**src/design/rpg_pkg.sv**
```systemverilog
`default_nettype none

package rpg_pkg;

    // Channel width and the full-scale value of one channel.
    localparam int unsigned CHAN_W   = 8;
    localparam int unsigned IN_W     = 8;
    localparam int unsigned OUT_W    = 3 * CHAN_W;
    localparam int unsigned IDX_W    = 2;
    localparam logic [CHAN_W-1:0] FULL_SCALE = 8'd255;

    // Register indexes on the configuration port.
    localparam logic [IDX_W-1:0] REG_FADE_STEP   = 2'd0;
    localparam logic [IDX_W-1:0] REG_BRIGHTNESS  = 2'd1;
    localparam logic [IDX_W-1:0] REG_ROTATE_MODE = 2'd2;

    typedef struct packed {
        logic [CHAN_W-1:0] b;
        logic [CHAN_W-1:0] g;
        logic [CHAN_W-1:0] r;
    } color_t;

    typedef struct packed {
        logic [CHAN_W-1:0] fade_step;
        logic [CHAN_W-1:0] brightness;
        logic              rotate_mode;
    } cfg_t;

    localparam color_t PURE_RED = '{b: 8'd0, g: 8'd0, r: FULL_SCALE};

    // One fade step along the color wheel. A borrow out of the 8-bit
    // subtraction hands the remainder over to the next channel pair.
    function automatic color_t fade_once(color_t c_in, logic [CHAN_W-1:0] step);
        color_t            c;
        logic [CHAN_W-1:0] s;
        logic [CHAN_W:0]   d;
        logic [CHAN_W-1:0] t;
        c = c_in;
        s = (step == '0) ? 8'd1 : step;
        // A color with all channels lit falls back to pure red.
        if (c.r != '0 && c.g != '0 && c.b != '0) begin
            c = PURE_RED;
        end
        if (c.g != FULL_SCALE && c.b == '0) begin
            // Red to green.
            d = {1'b0, c.r} - {1'b0, s};
            t = d[CHAN_W-1:0];
            if (d[CHAN_W]) begin
                c.r = '0;
                c.g = t;
                c.b = FULL_SCALE - t;
            end else begin
                c.r = t;
                c.g = c.g + s;
            end
        end else if (c.g != '0) begin
            // Green to blue.
            d = {1'b0, c.g} - {1'b0, s};
            t = d[CHAN_W-1:0];
            if (d[CHAN_W]) begin
                c.g = '0;
                c.b = t;
                c.r = FULL_SCALE - t;
            end else begin
                c.g = t;
                c.b = c.b + s;
            end
        end else begin
            // Blue to red.
            d = {1'b0, c.b} - {1'b0, s};
            t = d[CHAN_W-1:0];
            if (d[CHAN_W]) begin
                c.b = '0;
                c.r = t;
                c.g = FULL_SCALE - t;
            end else begin
                c.b = t;
                c.r = c.r + s;
            end
        end
        return c;
    endfunction

    // Rounded c * level / 255. The division by 255 uses
    // (p + (p >> 8) + 1) >> 8, which is exact for every p that can arise here.
    function automatic logic [CHAN_W-1:0] scale_channel(logic [CHAN_W-1:0] c,
                                                        logic [CHAN_W-1:0] level);
        logic [2*CHAN_W-1:0] p;
        logic [2*CHAN_W:0]   q;
        p = c * level + 16'd127;
        q = {1'b0, p} + {9'd0, p[2*CHAN_W-1:CHAN_W]} + 17'd1;
        return (level == FULL_SCALE) ? c : q[2*CHAN_W-1:CHAN_W];
    endfunction

endpackage

`default_nettype wire

```
**src/design/rainbow_pixel_generator.sv**
```systemverilog
// An accepted s_ request moves through the input stage and output register to m_.
// Throughput: one pixel per clock cycle unless m_tready stalls the output; the
// input stage and the output register hold up to two pixels, and once both are
// full s_tready follows m_tready.
// Reset: synchronous, active low on aresetn; registers return to fade_step 1,
// brightness 255, rotate_mode 1, and both colors to pure red.
`default_nettype none

module rainbow_pixel_generator (
    input  wire logic                         aclk,
    input  wire logic                         aresetn,
    // Configuration write port.
    input  wire logic                         cfg_we,
    input  wire logic [rpg_pkg::IDX_W-1:0]    cfg_index,
    input  wire logic [rpg_pkg::CHAN_W-1:0]   cfg_wdata,
    // Request stream.
    input  wire logic                         s_tvalid,
    output logic                              s_tready,
    input  wire logic [rpg_pkg::IN_W-1:0]     s_tdata,  // [0] new_frame, [7:1] zero
    // Pixel stream.
    output logic                              m_tvalid,
    input  wire logic                         m_tready,
    output logic [rpg_pkg::OUT_W-1:0]         m_tdata   // [7:0] red, [15:8] green,
                                                        // [23:16] blue
);
    import rpg_pkg::*;

    cfg_t   cfg_reg;
    color_t px;
    logic   accept;

    // Configuration registers.
    always_ff @(posedge aclk) begin
        if (!aresetn) begin
            cfg_reg.fade_step   <= 8'd1;
            cfg_reg.brightness  <= FULL_SCALE;
            cfg_reg.rotate_mode <= 1'b1;
        end else if (cfg_we) begin
            case (cfg_index)
                REG_FADE_STEP:   cfg_reg.fade_step   <= cfg_wdata;
                REG_BRIGHTNESS:  cfg_reg.brightness  <= cfg_wdata;
                REG_ROTATE_MODE: cfg_reg.rotate_mode <= cfg_wdata[0];
                default:         cfg_reg             <= cfg_reg;
            endcase
        end
    end

    assign accept = s_tvalid && s_tready;

    rpg_color_state u_state (
        .aclk      (aclk),
        .aresetn   (aresetn),
        .accept    (accept),
        .new_frame (s_tdata[0]),
        .cfg       (cfg_reg),
        .px        (px)
    );

    rpg_scaler u_scaler (
        .aclk       (aclk),
        .aresetn    (aresetn),
        .px_valid   (s_tvalid),
        .px_ready   (s_tready),
        .px         (px),
        .brightness (cfg_reg.brightness),
        .m_tvalid   (m_tvalid),
        .m_tready   (m_tready),
        .m_tdata    (m_tdata)
    );

endmodule

`default_nettype wire

```
**src/design/rpg_color_state.sv**
```systemverilog
`default_nettype none

module rpg_color_state (
    input  wire logic            aclk,
    input  wire logic            aresetn,
    input  wire logic            accept,
    input  wire logic            new_frame,
    input  wire rpg_pkg::cfg_t   cfg,
    output rpg_pkg::color_t      px
);
    import rpg_pkg::*;

    color_t base_reg, base_next;
    color_t run_reg,  run_next;
    color_t base_faded;
    color_t run_cur;
    color_t run_faded;

    // A new frame advances the base color and reloads the running color.
    always_comb begin
        base_faded = fade_once(base_reg, cfg.fade_step);
        base_next  = new_frame ? base_faded : base_reg;
        run_cur    = new_frame ? base_faded : run_reg;
        run_faded  = fade_once(run_cur, cfg.fade_step);
        run_next   = cfg.rotate_mode ? run_faded : run_cur;
        px         = cfg.rotate_mode ? run_cur : base_next;
    end

    // State moves only when a transaction is accepted.
    always_ff @(posedge aclk) begin
        if (!aresetn) begin
            base_reg <= PURE_RED;
            run_reg  <= PURE_RED;
        end else if (accept) begin
            base_reg <= base_next;
            run_reg  <= run_next;
        end
    end

`ifndef NO_ASSERTIONS
    // Every color on the wheel keeps one channel dark and sums to full scale.
    a_base_on_wheel: assert property (@(posedge aclk) disable iff (!aresetn)
        (base_reg.r == '0 || base_reg.g == '0 || base_reg.b == '0) &&
        ({2'b0, base_reg.r} + {2'b0, base_reg.g} + {2'b0, base_reg.b} == 10'd255))
        else $error("base color left the wheel");

    a_run_on_wheel: assert property (@(posedge aclk) disable iff (!aresetn)
        (run_reg.r == '0 || run_reg.g == '0 || run_reg.b == '0) &&
        ({2'b0, run_reg.r} + {2'b0, run_reg.g} + {2'b0, run_reg.b} == 10'd255))
        else $error("running color left the wheel");
`endif

endmodule

`default_nettype wire

```
**src/design/rpg_scaler.sv**
```systemverilog
`default_nettype none

module rpg_scaler (
    input  wire logic                         aclk,
    input  wire logic                         aresetn,
    input  wire logic                         px_valid,
    output logic                              px_ready,
    input  wire rpg_pkg::color_t              px,
    input  wire logic [rpg_pkg::CHAN_W-1:0]   brightness,
    output logic                              m_tvalid,
    input  wire logic                         m_tready,
    output logic [rpg_pkg::OUT_W-1:0]         m_tdata
);
    import rpg_pkg::*;

    logic   stage_valid_reg;
    color_t stage_color_reg;
    logic   out_valid_reg;
    color_t out_color_reg, out_color_next;
    logic   out_advance;

    // The output register loads when it is empty or being drained.
    assign out_advance = !out_valid_reg || m_tready;
    assign px_ready    = !stage_valid_reg || out_advance;

    always_comb begin
        out_color_next.r = scale_channel(stage_color_reg.r, brightness);
        out_color_next.g = scale_channel(stage_color_reg.g, brightness);
        out_color_next.b = scale_channel(stage_color_reg.b, brightness);
    end

    // Valid bits of the input stage and the output register.
    always_ff @(posedge aclk) begin
        if (!aresetn) begin
            stage_valid_reg <= 1'b0;
            out_valid_reg   <= 1'b0;
        end else begin
            if (px_ready) begin
                stage_valid_reg <= px_valid;
            end
            if (out_advance) begin
                out_valid_reg <= stage_valid_reg;
            end
        end
    end

    // Payload registers.
    always_ff @(posedge aclk) begin
        if (px_ready && px_valid) begin
            stage_color_reg <= px;
        end
        if (out_advance && stage_valid_reg) begin
            out_color_reg <= out_color_next;
        end
    end

    assign m_tvalid = out_valid_reg;
    assign m_tdata  = out_color_reg;

`ifndef NO_ASSERTIONS
    // A pixel held in the input stage while the output stalls stays put.
    a_stage_hold: assert property (@(posedge aclk) disable iff (!aresetn)
        stage_valid_reg && !out_advance |=> stage_valid_reg && $stable(stage_color_reg))
        else $error("stalled pixel lost in the input stage");

    // An empty output register never blocks the input side.
    a_ready_when_empty: assert property (@(posedge aclk) disable iff (!aresetn)
        !out_valid_reg |-> px_ready)
        else $error("input blocked with an empty output register");
`endif

endmodule

`default_nettype wire

```
**config.mk**
```make
export PLATFORM = sky130hd
export DESIGN_NAME = rainbow_pixel_generator
export DESIGN_NICKNAME = d
export VERILOG_FILES = /design/src/design/rpg_pkg.sv /design/src/design/rainbow_pixel_generator.sv /design/src/design/rpg_color_state.sv /design/src/design/rpg_scaler.sv
export SDC_FILE = /design/constraint.sdc
export NUM_CORES = 1
export LEC_CHECK = 0
export BUFFER_PORTS_ARGS = -buffer_cell sky130_fd_sc_hd__buf_2
export CAP_MARGIN = 40
export CORE_MARGIN = 2
export CORE_UTILIZATION = 50
export DETAILED_ROUTE_END_ITERATION = 7
export PLACE_DENSITY = 0.66
export SLEW_MARGIN = 20
export SYNTH_ARGS = -nofsm -noshare
export SYNTH_HDL_FRONTEND = slang
export SYNTH_SLANG_ARGS = --single-unit
```
**constraint.sdc**
```tcl
create_clock -name aclk -period 9.6 [get_ports aclk]
set_input_delay 1.92 -clock aclk [delete_from_list [all_inputs] [get_ports aclk]]
set_output_delay 1.92 -clock aclk [all_outputs]
set_load 0.01 [all_outputs]
```
==> flow_summary.yaml <==
synth:
  synthFlopType: "dfxtp_1"
  ys_warn_count: 0
  yosysTopAreaCell: "fa_1"
  synth_edf_count: 48
  syn_inst: 2359
  synth_cell_types: 95
  synth.avg_cell_area_um2: 7.92
  synth_nets: 2733
  synthTopCellsByArea: "fa_1 (15%), ha_1 (14%), edfxtp_1 (7.7%), dfxtp_1 (7.2%), nand2_1 (6.5%)"
  yosysTopAreaCellShare_pct: 14.6
  ys_seq_area_share_pct: 14.9
  syn_area_um2: 18700
  ys_async_sr_fraction_pct: 0
  synth_seq_cells: 115
clock_network:
  cts_root_buffer: "clkbuf_16"
  clk-insertion-delay-late_ns: 0.43
  clk_pin_slew_ns: 0.06
  postCtsSetupBuffers: 0
  clock_path_buffers: 2
  cts_resized: 0
  clock-sinks: 115
  cts_tree: "done"
  cts_hold_buf: 0
  htree_levels: 4
  cts_buffers: 17
route:
  drt_pass1_iterations: 6
  dr_total_vias: 17600
  drtIter0Drc: 1756
  antenna_left: 0
  wirelength_mm: 64.8
  wl_per_cell_um: 22.8
  drc: 0
  detail_route.vias_per_cell: 6.20
timing:
  rsz0062_at_grt: "no"
  period_minus_slack_ns: 8.80
  final.period_utilization_pct: 91.6
  slew_violations: 0
  slew_headroom_pct: 39.6
  tns_ns: 0
  hold_viol_final: 0
  finalSetupViolCount: 0
  finClkSkew_ns: 0.0113
  tightest_slew_ns: 0.901
  fmax_mhz: 114
layout:
  antenna-diode-count: 0
  drive_gt1_share_pct: 8.01
  nFillCells: 3455
  layout.area.seq_um2: 2780
  nNetsFinal: 2734
  multiInputGateArea_um2: 14600
  syn_to_final_growth_pct: 7.92
floorplan:
  die_h_um: 197
  boundaryPins: 49
  row_count: 70
  core_area_um2: 36700
  dieWidth_um: 197
  die_area_um2: 38900
  start_util_pct: 50.9
place:
  gp_congestion: 1.05
  dp_hpwl_mm: 50.7
  io_buffer_count: 41
flow_run:
  maxCapViolations: 0
worst_setup_path:
  r2r_end: "u_state.run_reg[15]"
  max_stage_delay_ns: 0.47
  r2r_cells: 34
  path_max_fanout: 14
  worstSetupPathType: "reg -> reg"
  required_ns: 9.86
  r2r_slack_ns: 0.80
  crit_arrival_ns: 9.06
  timing.rr.start: "u_state.base_reg[15]"
  worstSetupEndpointType: "flop"
  critical_path.slowest_cell: "fa_1"
  worst_setup_path_start_kind: "flop"
hold_path:
  min_path_cells: 2
  hold_end: "cfg_reg[3]"
  hp-class: "reg -> reg"
  min_from: "cfg_reg[3]"
grt:
  grt_pass1_vias: 16900
  grt_max_degree: 71
  grt.total_usage_pct: 33.5
  grt_overflow: 0
  antenna_found_initial: 1
  grt_pass1_wl_mm: 99.6
status:
  status: "complete, no violations"
## placed cells by master, fill, tap and decap left out, types with 7 or more instances in the layout
master and count:
nand2_1 323, inv_1 220, ha_1 215, nor2_1 152, a21oi_1 144, o21ai_0 137
fa_1 136, and2_1 93, xnor2_1 89, dfxtp_1 66, buf_4 66, a21o_1 53
edfxtp_1 48, nand3_1 45, buf_2 41, nor2b_1 37, xor2_1 33, mux2i_1 29
nand2b_1 26, o211ai_1 26, nor3_1 25, o21bai_1 22, a211oi_1 21, a31oi_1 18
clkbuf_16 18, a21boi_0 17, o31ai_1 15, o21a_1 14, o22ai_1 14, nand4_1 13
o221ai_1 11, nor4_1 9, a22oi_1 9, and3_1 8, or3_1 8, mux2_2 8
or2_2 7, o21ai_1 7
## worst max-delay path by stage
stage,start,cells after the start,end,slack [ns]
final,u_state.base_reg[15],34,u_state.run_reg[15],0.80
after global routing,u_state.base_reg[15],32,u_state.run_reg[9],0.22
after CTS,u_state.base_reg[15],34,u_state.run_reg[15],1.01
after detailed placement,u_state.base_reg[15],34,u_state.run_reg[15],1.07
after global placement,u_state.base_reg[15],34,u_state.run_reg[15],1.19
after floorplan,u_state.base_reg[19],38,u_state.run_reg[0],2.40
## area by class of cell
| cell class | count | area share [%] |
|---|---|---|
| multi-input combinational | 1892 | 72.2 |
| sequential | 115 | 13.8 |
| inverter | 221 | 4.11 |
| timing repair buffer | 113 | 3.92 |
| tap | 468 | 2.90 |
| clock buffer | 22 | 2.41 |
| clock inverter | 10 | 0.596 |
## synthesized netlist by cell type (14+ instances only)
library cell,count
nand2_1,323
inv_1,220
ha_1,215
nor2_1,153
a21oi_1,144
o21ai_0,138
fa_1,136
clkbuf_1,110
and2_1,93
xnor2_1,89
dfxtp_1,67
a21o_1,53
edfxtp_1,48
nand3_1,45
nor2b_1,38
xor2_1,33
mux2i_1,29
nand2b_1,26
o211ai_1,26
nor3_1,25
o21bai_1,22
a211oi_1,21
a31oi_1,19
a21boi_0,17
o31ai_1,16
o21a_1,14
o22ai_1,14
## stage by stage
stage | setup WS (ns) | utilization [%] | cell area (um2) | instances | hold WS [ns]
floorplan | 2.40 | - | 18700 | 2359 | 0.444
global placement | 1.19 | 53.0 | 19400 | 2800 | 0.452
detailed placement | 1.07 | 53.3 | 19600 | 2809 | 0.457
CTS | 1.01 | 54.9 | 20200 | 2841 | 0.469
global route | 0.223 | 54.9 | 20200 | 2841 | 0.511
finish | 0.804 | 54.9 | 20200 | 2841 | 0.464
## critical path: cells and delay by family (launching register included)
kind | cells | cell delay (ns)
buffers and inverters | 3 | 0.41
flip-flops | 1 | 0.41
AND/OR/NAND/NOR | 12 | 3.24
AO/OA/AOI/OAI | 15 | 3.32
adder cells (fa/ha/maj) | 3 | 1.03
XOR/XNOR | 1 | 0.20
## cell families after synthesis
logic type	count (synthesis)	synth area share, %
DFF	115	14.9
and+or+nand+nor	786	20.1
adders and majority gates	351	29.0
AOI/OAI and AO/OA	594	20.9
xor gates and xnor gates	123	5.81
buffers and inverters	352	7.22
muxes	38	2.12
## layer usage
metal,up-vias,GRT usage [%],part of all wire [%]
met5,-,0,0
met4,0,15.5,5.3
met3,164,5.70,7.5
met2,776,54.1,45
met1,8551,43.9,42
li1,8109,-,-
Power is left out: the tool's default activity adds up to more than one toggle a clock period on the data nets, which glitch-free logic cannot reach.
